### src/rtl/u8u16_pkg.sv
// types, constants and helpers shared by the utf-8 to utf-16 stream blocks
`timescale 1ns / 1ps

package u8u16_pkg;

  localparam int unsigned ByteW = 8;
  localparam int unsigned UnitW = 16;
  localparam int unsigned AccW  = 21;
  localparam int unsigned QDepth = 4;
  localparam int unsigned CntW   = 3;

  localparam logic [ByteW-1:0] BomB0 = 8'hEF;
  localparam logic [ByteW-1:0] BomB1 = 8'hBB;
  localparam logic [ByteW-1:0] BomB2 = 8'hBF;
  localparam logic [1:0]       ContTag = 2'b10;
  localparam logic [AccW-1:0]  BmpMax  = 21'h00FFFF;
  localparam logic [AccW-1:0]  SuppBase = 21'h010000;
  localparam logic [UnitW-1:0] HiSurr  = 16'hD800;
  localparam logic [UnitW-1:0] LoSurr  = 16'hDC00;

  typedef enum logic [5:0] {
    S_IDLE = 6'b000001,
    S_LEAD = 6'b000010,
    S_ACC  = 6'b000100,
    S_CODE = 6'b001000,
    S_LOW  = 6'b010000,
    S_FIN  = 6'b100000
  } state_e;

  // request from the sequencer to the output stage
  typedef struct packed {
    logic             produce;
    logic             flush;
    logic             done;
    logic [UnitW-1:0] unit;
  } out_req_t;

  // sequence length from the lead byte, zero when it cannot start one
  function automatic logic [CntW-1:0] seq_len(input logic [ByteW-1:0] c);
    logic [CntW-1:0] len;
    len = 3'd0;
    priority if (c[7] == 1'b0) begin
      len = 3'd1;
    end else if (c[7:5] == 3'b110) begin
      len = 3'd2;
    end else if (c[7:4] == 4'b1110) begin
      len = 3'd3;
    end else if (c[7:3] == 5'b11110) begin
      len = 3'd4;
    end else begin
      len = 3'd0;
    end
    return len;
  endfunction

endpackage

### src/rtl/u8u16_out.sv
// one-unit hold stage and output register that marks the last unit before each flush
`timescale 1ns / 1ps

module u8u16_out (
  input  logic                   clk_i,
  input  logic                   rst_ni,
  input  u8u16_pkg::out_req_t    req_i,
  output logic                   room_o,
  output logic                   m_axis_tvalid,
  input  logic                   m_axis_tready,
  output logic [15:0]            m_axis_tdata,  // code_unit
  output logic                   m_axis_tlast,  // last_of_run
  output logic [0:0]             m_axis_tuser   // stream_done
);

  logic                          hold_v_q, hold_v_d;
  logic [u8u16_pkg::UnitW-1:0]   hold_q, hold_d;
  logic                          out_v_q, out_v_d;
  logic [u8u16_pkg::UnitW-1:0]   out_unit_q, out_unit_d;
  logic                          out_last_q, out_last_d;
  logic                          out_done_q, out_done_d;
  logic                          slot_free;
  logic                          push;

  assign slot_free = !out_v_q || m_axis_tready;
  assign room_o    = !hold_v_q || slot_free;
  assign push      = hold_v_q && (req_i.produce || req_i.flush) && room_o;

  always_comb begin
    hold_v_d   = hold_v_q;
    hold_d     = hold_q;
    out_v_d    = out_v_q && !m_axis_tready;
    out_unit_d = out_unit_q;
    out_last_d = out_last_q;
    out_done_d = out_done_q;
    if (push) begin
      out_v_d    = 1'b1;
      out_unit_d = hold_q;
      out_last_d = req_i.flush;
      out_done_d = req_i.flush && req_i.done;
    end
    if (room_o && req_i.produce) begin
      hold_v_d = 1'b1;
      hold_d   = req_i.unit;
    end else if (room_o && req_i.flush) begin
      hold_v_d = 1'b0;
    end
  end

  always_ff @(posedge clk_i or negedge rst_ni) begin
    if (!rst_ni) begin
      hold_v_q <= 1'b0;
      out_v_q  <= 1'b0;
    end else begin
      hold_v_q <= hold_v_d;
      out_v_q  <= out_v_d;
    end
  end

  always_ff @(posedge clk_i) begin
    hold_q     <= hold_d;
    out_unit_q <= out_unit_d;
    out_last_q <= out_last_d;
    out_done_q <= out_done_d;
  end

  assign m_axis_tvalid   = out_v_q;
  assign m_axis_tdata    = out_unit_q;
  assign m_axis_tlast    = out_last_q;
  assign m_axis_tuser[0] = out_done_q;

  a_no_overwrite: assert property (@(posedge clk_i) disable iff (!rst_ni)
    push |-> (!out_v_q || m_axis_tready))
    else $error("output register overwritten while waiting");

  a_flush_empties: assert property (@(posedge clk_i) disable iff (!rst_ni)
    (req_i.flush && !req_i.produce && room_o) |=> !hold_v_q)
    else $error("hold stage not emptied by flush");

  a_done_is_last: assert property (@(posedge clk_i) disable iff (!rst_ni)
    out_v_q |-> (!out_done_q || out_last_q))
    else $error("stream done without last of run");

endmodule

### src/rtl/utf8_to_utf16_stream.sv
// top level of the utf-8 byte stream to utf-16 code unit transcoder
`timescale 1ns / 1ps

// Takes one UTF-8 byte per request and gives UTF-16 code units, one per request
// on the output, with a surrogate pair above 0xFFFF. A leading EF BB BF at stream
// start is dropped; a byte that cannot start a sequence, or the lead of a
// sequence broken by a bad continuation or by the end of text, is given raw and
// the later bytes are scanned again. One byte is taken at a time: s_axis_tready
// is high only while the sequencer is idle. Each byte goes through an accept in
// S_IDLE, a scan of each lead in S_LEAD (a raw lead goes out there), a fold of
// each continuation byte into the code point by the shared 6-bit shift-accumulate
// unit in S_ACC, S_CODE for each decoded code point and S_LOW for the low half of
// a surrogate pair, a scan that finds the queue empty or the sequence unfinished,
// and S_FIN to finish; any step that gives output waits while m_axis_tready holds
// the output back.
module utf8_to_utf16_stream (
  input  logic        clk_i,
  input  logic        rst_ni,
  input  logic        s_axis_tvalid,
  output logic        s_axis_tready,
  input  logic [7:0]  s_axis_tdata,   // byte_value
  input  logic        s_axis_tlast,   // end_of_text
  output logic        m_axis_tvalid,
  input  logic        m_axis_tready,
  output logic [15:0] m_axis_tdata,   // code_unit
  output logic        m_axis_tlast,   // last_of_run
  output logic [0:0]  m_axis_tuser    // stream_done
);

  u8u16_pkg::state_e             state_q, state_d;
  logic [u8u16_pkg::ByteW-1:0]   q_q [u8u16_pkg::QDepth];
  logic [u8u16_pkg::ByteW-1:0]   q_d [u8u16_pkg::QDepth];
  logic [u8u16_pkg::CntW-1:0]    n_q, n_d;
  logic                          last_q, last_d;
  logic                          start_q, start_d;
  logic                          bom_q, bom_d;
  logic [1:0]                    rem_q, rem_d;
  logic [u8u16_pkg::AccW-1:0]    acc_q, acc_d;
  logic [u8u16_pkg::CntW-1:0]    len;
  logic                          bad;
  logic                          short_seq;
  logic                          accept;
  logic                          room;
  logic [u8u16_pkg::AccW-1:0]    supp;
  logic [u8u16_pkg::UnitW-1:0]   hi_unit;
  logic [u8u16_pkg::UnitW-1:0]   lo_unit;
  u8u16_pkg::out_req_t           req;

  assign s_axis_tready = (state_q == u8u16_pkg::S_IDLE);
  assign accept        = s_axis_tvalid && s_axis_tready;

  assign len = u8u16_pkg::seq_len(q_q[0]);
  assign bad = ((len > 3'd1) && (n_q > 3'd1) && (q_q[1][7:6] != u8u16_pkg::ContTag)) ||
               ((len > 3'd2) && (n_q > 3'd2) && (q_q[2][7:6] != u8u16_pkg::ContTag)) ||
               ((len > 3'd3) && (n_q > 3'd3) && (q_q[3][7:6] != u8u16_pkg::ContTag));
  assign short_seq = (n_q < len);

  assign supp    = acc_q - u8u16_pkg::SuppBase;
  assign hi_unit = u8u16_pkg::HiSurr + 16'(supp[20:10]);
  assign lo_unit = u8u16_pkg::LoSurr + 16'(supp[9:0]);

  always_comb begin
    state_d = state_q;
    q_d     = q_q;
    n_d     = n_q;
    last_d  = last_q;
    start_d = start_q;
    bom_d   = bom_q;
    rem_d   = rem_q;
    acc_d   = acc_q;
    req     = '0;
    req.done = last_q;

    unique case (state_q)
      u8u16_pkg::S_IDLE: begin
        if (accept) begin
          q_d[n_q[1:0]] = s_axis_tdata;
          n_d     = n_q + 3'd1;
          last_d  = s_axis_tlast;
          state_d = u8u16_pkg::S_LEAD;
        end
      end
      u8u16_pkg::S_LEAD: begin
        if (n_q == 3'd0) begin
          state_d = u8u16_pkg::S_FIN;
        end else if ((len == 3'd0) || bad || (short_seq && last_q)) begin
          req.produce = 1'b1;
          req.unit    = 16'(q_q[0]);
          if (room) begin
            for (int i = 0; i < 3; i++) q_d[i] = q_q[i+1];
            n_d     = n_q - 3'd1;
            start_d = 1'b0;
          end
        end else if (short_seq) begin
          state_d = u8u16_pkg::S_FIN;
        end else begin
          unique case (len)
            3'd2:    acc_d = 21'(q_q[0][4:0]);
            3'd3:    acc_d = 21'(q_q[0][3:0]);
            3'd4:    acc_d = 21'(q_q[0][2:0]);
            default: acc_d = 21'(q_q[0]);
          endcase
          bom_d = start_q && (len == 3'd3) && (q_q[0] == u8u16_pkg::BomB0) &&
                  (q_q[1] == u8u16_pkg::BomB1) && (q_q[2] == u8u16_pkg::BomB2);
          rem_d = 2'(len - 3'd1);
          for (int i = 0; i < 3; i++) q_d[i] = q_q[i+1];
          n_d     = n_q - 3'd1;
          state_d = (len == 3'd1) ? u8u16_pkg::S_CODE : u8u16_pkg::S_ACC;
        end
      end
      u8u16_pkg::S_ACC: begin
        acc_d = {acc_q[14:0], q_q[0][5:0]};
        for (int i = 0; i < 3; i++) q_d[i] = q_q[i+1];
        n_d   = n_q - 3'd1;
        rem_d = rem_q - 2'd1;
        if (rem_q == 2'd1) begin
          state_d = u8u16_pkg::S_CODE;
        end
      end
      u8u16_pkg::S_CODE: begin
        if (bom_q) begin
          start_d = 1'b0;
          state_d = u8u16_pkg::S_LEAD;
        end else if (acc_q <= u8u16_pkg::BmpMax) begin
          req.produce = 1'b1;
          req.unit    = acc_q[15:0];
          if (room) begin
            start_d = 1'b0;
            state_d = u8u16_pkg::S_LEAD;
          end
        end else begin
          req.produce = 1'b1;
          req.unit    = hi_unit;
          if (room) begin
            start_d = 1'b0;
            state_d = u8u16_pkg::S_LOW;
          end
        end
      end
      u8u16_pkg::S_LOW: begin
        req.produce = 1'b1;
        req.unit    = lo_unit;
        if (room) begin
          state_d = u8u16_pkg::S_LEAD;
        end
      end
      u8u16_pkg::S_FIN: begin
        req.flush = 1'b1;
        if (room) begin
          if (last_q) begin
            n_d     = 3'd0;
            start_d = 1'b1;
          end
          state_d = u8u16_pkg::S_IDLE;
        end
      end
      default: begin
        state_d = u8u16_pkg::S_IDLE;
      end
    endcase
  end

  always_ff @(posedge clk_i or negedge rst_ni) begin
    if (!rst_ni) begin
      state_q <= u8u16_pkg::S_IDLE;
      n_q     <= 3'd0;
      start_q <= 1'b1;
      last_q  <= 1'b0;
      bom_q   <= 1'b0;
      rem_q   <= 2'd0;
    end else begin
      state_q <= state_d;
      n_q     <= n_d;
      start_q <= start_d;
      last_q  <= last_d;
      bom_q   <= bom_d;
      rem_q   <= rem_d;
    end
  end

  always_ff @(posedge clk_i) begin
    q_q   <= q_d;
    acc_q <= acc_d;
  end

  u8u16_out u_out (
    .clk_i         (clk_i),
    .rst_ni        (rst_ni),
    .req_i         (req),
    .room_o        (room),
    .m_axis_tvalid (m_axis_tvalid),
    .m_axis_tready (m_axis_tready),
    .m_axis_tdata  (m_axis_tdata),
    .m_axis_tlast  (m_axis_tlast),
    .m_axis_tuser  (m_axis_tuser)
  );

  a_count_bound: assert property (@(posedge clk_i) disable iff (!rst_ni)
    n_q <= 3'd4)
    else $error("byte queue overfilled");

  a_accept_scans: assert property (@(posedge clk_i) disable iff (!rst_ni)
    accept |=> (state_q == u8u16_pkg::S_LEAD))
    else $error("accepted byte not scanned");

  a_acc_has_bytes: assert property (@(posedge clk_i) disable iff (!rst_ni)
    (state_q == u8u16_pkg::S_ACC) |-> ((rem_q != 2'd0) && (n_q != 3'd0)))
    else $error("continuation fold without a queued byte");

  a_idle_queue: assert property (@(posedge clk_i) disable iff (!rst_ni)
    (state_q == u8u16_pkg::S_IDLE) |-> (n_q <= 3'd3))
    else $error("idle with a full queue");

endmodule
### config.mk
export PLATFORM = sky130hd
export DESIGN_NAME = utf8_to_utf16_stream
export DESIGN_NICKNAME = d
export VERILOG_FILES = /design/src/rtl/u8u16_pkg.sv /design/src/rtl/u8u16_out.sv /design/src/rtl/utf8_to_utf16_stream.sv
export SDC_FILE = /design/constraint.sdc
export NUM_CORES = 1
export LEC_CHECK = 0
export BUFFER_PORTS_ARGS = -buffer_cell sky130_fd_sc_hd__buf_2
export CAP_MARGIN = 20
export CORE_MARGIN = 8
export CORE_UTILIZATION = 60
export DETAILED_ROUTE_END_ITERATION = 10
export GPL_TIMING_DRIVEN = 0
export PLACE_DENSITY = 0.79
export SLEW_MARGIN = 20
export SYNTH_ARGS = -nofsm -noshare
export SYNTH_HDL_FRONTEND = slang
export SYNTH_SLANG_ARGS = --single-unit
### constraint.sdc
create_clock -name clk_i -period 4.2 [get_ports clk_i]
set_input_delay 0.21 -clock clk_i [delete_from_list [all_inputs] [get_ports clk_i]]
set_output_delay 0.21 -clock clk_i [all_outputs]
set_load 0.005 [all_outputs]
Word-level counts from Yosys, hierarchy flattened
Cells that the tools add are included.
{"block": "classes", "addsub": 7, "order_cmp": 10, "eq_ne": 32, "mux": 62, "bitwise": 4, "n_reduce_logical": 43}
{"operator": "two-way mux 24 bit", "n": 4}
{"operator": "case mux 24 bit (3 select lines)", "n": 1}
{"operator": "two-way mux 21 bit", "n": 3}
{"operator": "two-way mux 6 bit", "n": 10}
{"operator": "case mux 16 bit (3 select lines)", "n": 1}
{"operator": "case mux 21 bit (2 select lines)", "n": 1}
{"operator": "case mux 6 bit (6 select lines)", "n": 1}
{"operator": "two-way mux 3 bit", "n": 11}
{"operator": "bitwise mux 32 bit", "n": 1}
{"operator": "two-way mux 16 bit", "n": 2}
{"operator": "two-way mux 32 bit", "n": 1}
{"operator": "equality test 8 bit (second input constant)", "n": 3}
{"operator": "two-way mux 8 bit", "n": 3}
{"operator": "case mux 8 bit (3 select lines)", "n": 1}
{"operator": "less-or-equal comparator 21 x 16 -> 1 bit (second input constant)", "n": 1}
{"operator": "subtractor 21 x 17 -> 21 bit (second input constant)", "n": 1}
{"operator": "logical AND 1 bit", "n": 19}
{"operator": "inequality test 2 bit (second input constant)", "n": 9}
{"operator": "adder 15 x 11 -> 16 bit (first input constant)", "n": 1}
{"operator": "adder 15 x 12 -> 16 bit (first input constant)", "n": 1}
{"operator": "demux 8 bit (select 2 bit)", "n": 1}
{"operator": "AND reduction 5 bit", "n": 3}
{"operator": "two-way mux 1 bit", "n": 13}
{"operator": "greater-than comparator 3 x 2 -> 1 bit (second input constant)", "n": 4}
{"operator": "other kinds (39)", "n": 62}
{"block": "word_totals", "ff_bits": 103, "inputBits": 13, "wordCells": 175}

Longest topological paths before layout
{"block": "logic_depth", "ltp_word": 19, "depth_mapped": 12, "depth_no_buf": 11}

Cells and area by module
A second synthesis with hierarchy kept.
{"block": "unflattened", "cells_unflattened": 383, "area_unflattened_um2": 4847.1}
{"module": "utf8_to_utf16_stream", "n_inst": 1, "cells_each": 336, "area_each_um2": 3692.3, "seq_area_each_um2": 1944.4}
{"module": "u8u16_out", "n_inst": 1, "cells_each": 47, "area_each_um2": 1154.9, "seq_area_each_um2": 1071.0}

Worst setup path before layout
OpenSTA, ideal clock, no wires.
{"block": "synth_path", "kind": "register to register", "startpoint": "register q_q[30] (netlist bit)", "endpoint": "register u_out.out_unit_q, in the netlist u_out.m_axis_tdata[0], enable pin", "arrival_ps": 3204, "required_time_ps": 3801, "path_slack_ps": 597, "stages_incl_launch_ff": 11, "path_buffers": 0, "synth_period_minus_slack_ps": 3603, "cell_sequence": "edfxtp_1 nand3b_1 nand2_1 ha_1 mux2_2 or4_1 o31ai_1 a2111oi_4 a211oi_2 nor3_1 a21oi_1"}
{"block": "synth_between", "elab_chain_len": 18, "elab_cells_between_ends": 29}
{"element": "start, declared", "line_no": "utf8_to_utf16_stream.sv:31", "text": "logic [u8u16_pkg::ByteW-1:0] q_q [u8u16_pkg::QDepth];"}
{"element": "start signal, assigned", "line_no": "utf8_to_utf16_stream.sv:182", "text": "q_q <= q_d;"}
{"element": "equality test 5 bit", "line_no": "u8u16_pkg.sv:48", "text": "end else if (c[7:3] == 5'b11110) begin"}
{"element": "two-way mux 3 bit", "line_no": "u8u16_pkg.sv:48"}
{"element": "two-way mux 3 bit", "line_no": "u8u16_pkg.sv:46", "text": "end else if (c[7:4] == 4'b1110) begin"}
{"element": "two-way mux 3 bit *", "line_no": "u8u16_pkg.sv:44", "text": "end else if (c[7:5] == 3'b110) begin"}
{"element": "two-way mux 3 bit *", "line_no": "u8u16_pkg.sv:42", "text": "priority if (c[7] == 1'b0) begin"}
{"element": "greater-than comparator 3 x 1 -> 1 bit / greater-than comparator 3 x 2 -> 1 bit (equally long branches)", "line_no": "utf8_to_utf16_stream.sv:53, utf8_to_utf16_stream.sv:54"}
{"element": "logical AND 1 bit (on tied branches) (2 in series)", "line_no": "utf8_to_utf16_stream.sv:53, utf8_to_utf16_stream.sv:54"}
{"element": "logical OR 1 bit", "line_no": "utf8_to_utf16_stream.sv:53", "text": "assign bad = ((len > 3'd1) && (n_q > 3'd1) && (q_q[1][7:6] != u8u16_pkg::ContTag)) ||"}
{"element": "logical OR 1 bit", "line_no": "utf8_to_utf16_stream.sv:54", "text": "((len > 3'd2) && (n_q > 3'd2) && (q_q[2][7:6] != u8u16_pkg::ContTag)) ||"}
{"element": "logical OR 1 bit", "line_no": "utf8_to_utf16_stream.sv:86", "text": "end else if ((len == 3'd0) || bad || (short_seq && last_q)) begin"}
{"element": "logical OR 1 bit *", "line_no": "utf8_to_utf16_stream.sv:86"}
{"element": "two-way mux 1 bit *", "line_no": "utf8_to_utf16_stream.sv:86"}
{"element": "two-way mux 1 bit *", "line_no": "utf8_to_utf16_stream.sv:84", "text": "if (n_q == 3'd0) begin"}
{"element": "case mux 1 bit (3 select lines) *", "line_no": "utf8_to_utf16_stream.sv:74", "text": "unique case (state_q)"}
{"element": "logical OR 1 bit *", "line_no": "u8u16_out.sv:27", "text": "assign push = hold_v_q && (req_i.produce || req_i.flush) && room_o;"}
{"element": "logical AND 1 bit * (2 in series)", "line_no": "u8u16_out.sv:27"}
{"element": "net u_out.push", "line_no": "u8u16_out.sv:23", "text": "logic push;"}
{"element": "end signal, assigned", "line_no": "u8u16_out.sv:62", "text": "out_unit_q <= out_unit_d;"}
{"element": "end, declared", "line_no": "u8u16_out.sv:19", "text": "logic [u8u16_pkg::UnitW-1:0] out_unit_q, out_unit_d;"}
The timed path passes the listed nets; every way through them passes the cells marked *.
A chain may end at the register's enable or synchronous reset.

Final worst setup path
{"block": "layout_path", "startpoint": "register q_q[29] (netlist bit)", "endpoint": "register u_out.out_unit_q, in the netlist u_out.m_axis_tdata[10], enable pin"}
Same word-level chain as after synthesis.

==> results.ini <==
[sta]
max_freq_mhz = 262
rsz0062_at_grt = no
hold_viol_final = 0
finClkSkew_ns = 0.00899
setup_viol = 0
timing.final.crit_share_pct = 90.7
min_period_ns = 3.81
relSlewSlack_pct = 39.1
tns_ns = 0
slew_viol_final = 0
worst_pin_slew_ns = 0.913

[place]
placed_cells = 507
hpwlAfterDp_mm = 7.25
port_buffers = 32
placed_area_um2 = 5100
place.gp.congestion = 0.864

[drt]
vias = 3240
drcViolationCount = 0
post_drt_wl_per_cell_um = 18.3
postRouteAntennaNets = 0
firstDrtPassIters = 5
vias_per_cell = 6.18
totalWireLength_mm = 9.58
drtIter0Drc = 257

[worst_setup_path]
crit_start = q_q[29]
critPathMaxFanout = 18
rr_endpoint = u_out.m_axis_tdata[10]
r2r-start = q_q[29]
ff2ff_setup_slack_ns = 0.39
arrival_ns = 3.81
end_kind = register
rr_worst_depth = 11
cpMaxStageDelayCell = a21oi_2
startpoint_type = register
path_buf_inv = 1
slowest_delay_ns = 0.74
cp.required_ns = 4.20
cp_top_family = compound AO/OA/AOI/OAI gates
path_class = register to register
crit_chain = nand2_1 > nand3_1 > inv_1 > ha_1 > mux2_2 > or4_1 > o31ai_1 > a2111oi_4 > a211oi_2 > nor3_1 > a21oi_2

[synthesis]
synth_area_um2 = 4800
synth_top_area_share_pct = 54.4
synth_top_flop_cell = edfxtp_1
ys_ff_latch = 103
synth-edff-count = 87
avgSynthCellArea_um2 = 12.9
yosys-top-cells-area = edfxtp_1, dfrtp_1, a22o_1
yosys_warnings = 0
synthArstFlopShare_pct = 15.5
synthDistinctLibCells = 55
synth_commonest_cells = edfxtp_1, nand2_1, a22o_1
seq_area_frac_synth_pct = 62.8
synthCells = 373
synth_most_common_cell = edfxtp_1
synth.net_count = 400
synth_area_leader_cell = edfxtp_1

[floorplanning]
start_util_pct = 62.2
die_w_um = 105
core_um2 = 7730
io-pin-count = 33
fp.dieArea_um2 = 11100
die_h_um = 105
fp-row-count = 32

[clocking]
postCtsSetupBuffers = 0
clk_pin_slew_ns = 0.10
hold_buffers = 1
insertion_delay_ns = 0.37
root_buffer = clkbuf_8
cts_buffer_depth = 2
ctsResizeCount = 0
cts_buffers = 9
clock-sinks = 103
h-tree-depth = 3
cts_tree = yes

[power_and_ir_drop]
irDropWorstVdd_mv = 0.401
leakage_nw = 2.03
powerDensity_nw_per_um2 = 635

[global_routing]
grt_pass1_vias = 3279
grt_max_degree = 22
grt-ovfl-total = 0
grt_pass1_wl_mm = 15.9
gr-usage-all-layers_pct = 18.0
antenna_found_initial = 0

[finish]
num_antenna_cells = 0
finalInstanceArea_um2 = 5290
area_growth_pct = 10.1
drive_above_1_share_pct = 15.6
fillCellCount = 555
finalNonFillerCells = 524
fin_nets = 444

[run]
max_cap_viol_count = 0

[hold_path]
min-delay-start = s_axis_tdata[2]
worstHoldPathType = input pin to register
hold_end = q_q[2]
worstHoldPathCells = 1

[run_status]
status = complete, no violations

## cells by family after synthesis
group	count (synthesis)	share of synthesized area [%]
AND/OR/NAND/NOR	121	13.5
AO/OA/AOI/OAI	89	14.5
buffers and inverters	34	3.12
flip-flops	103	62.8
XOR/XNOR	3	0.547
adder cells (fa/ha/maj)	14	3.65
multiplexers	9	1.95
## layout make-up
class / count / area (um^2) / area share (%)
Clock buffer: 9 / 124 / 2.34
Timing Repair Buffer: 33 / 170 / 3.22
Clock inverter: 7 / 57.6 / 1.09
Sequential cell: 103 / 3020 / 57.0
Buffer: 13 / 71.3 / 1.35
Tap cell: 102 / 128 / 2.41
Multi-Input combinational cell: 236 / 1650 / 31.1
Inverter: 21 / 78.8 / 1.49
## placed cells by master (no fill, tap or decap), drive strengths merged, types with 4 or more instances in the layout
cell type  count
nor4           4
dfrtp         14
a21oi          4
o21ai         23
nand2b         6
clkbuf        19
mux2i          6
ha            14
o31ai          4
edfxtp        87
o22ai          4
and2          16
buf           35
nand3b         6
a222oi         6
nand2         36
inv           23
nor2          17
nor3          11
nand4          6
a31oi          4
and3           4
a22o          24
clkinvlp       4
## per-stage QoR
step                      hold WS (ns)  setup WS [ns]  utilization [%]  power, mW
final                           0.0641          0.390             68.5       3.36
after global routing            0.0520          0.140             68.5       3.57
after CTS                       0.0569          0.126             68.4       3.36
after detailed placement         0.148          0.146             65.9       2.80
after global placement           0.141         0.0500             65.9       2.73
after floorplan                -0.0856          0.597                -       2.47
## routing by layer
layer  global-route usage [%]  vias up  part of all wire (%)  wire (um)
met5                        0        -                     0          0
met4                     7.54        0                   2.6        253
met3                     6.21       17                   7.7        740
met2                     31.6      138                    51       4860
met1                     19.2     1565                    39       3720
li1                         -     1520                     -          -
## power breakdown
part	internal, mW	switching [mW]	total [mW]
registers	1.50	0.205	1.71
logic	0.422	0.653	1.08
clock network	0.222	0.357	0.580
total	2.15	1.22	3.36
## registers in the layout, summed over array words and instances (netlist names)
| register | flops |
|---|---|
| rem_q | 2 |
| state_q | 6 |
| bom_q | 1 |
| u_out.m_axis_tlast | 1 |
| u_out.hold_v_q | 1 |
| last_q | 1 |
| u_out.m_axis_tvalid | 1 |
| u_out.hold_q | 16 |
| q_q | 32 |
| u_out.m_axis_tdata | 16 |
| start_q | 1 |
| acc_q | 21 |
| n_q | 3 |
| u_out.m_axis_tuser | 1 |
## how the worst max path moves through the flow
stage	to	slack, ns	cells after the start
2_1_floorplan	u_out.m_axis_tdata[0]	0.60	10
3_3_place_gp	u_out.m_axis_tdata[7]	0.05	11
3_5_place_dp	u_out.hold_q[8]	0.15	11
4_1_cts	u_out.hold_q[6]	0.13	11
5_1_grt	u_out.m_axis_tdata[10]	0.14	11
6_report	u_out.m_axis_tdata[10]	0.39	11
## worst reg2reg max path: cells and delay by family, from the launching register on
| family | cells | cell delay, ns |
|---|---|---|
| flip-flops | 1 | 0.50 |
| AND/OR/NAND/NOR | 4 | 1.04 |
| multiplexers | 1 | 0.28 |
| buffers and inverters | 1 | 0.10 |
| adder cells (fa/ha/maj) | 1 | 0.23 |
| AO/OA/AOI/OAI | 4 | 1.31 |
No activity file was read; power rests on OpenSTA's default activity.
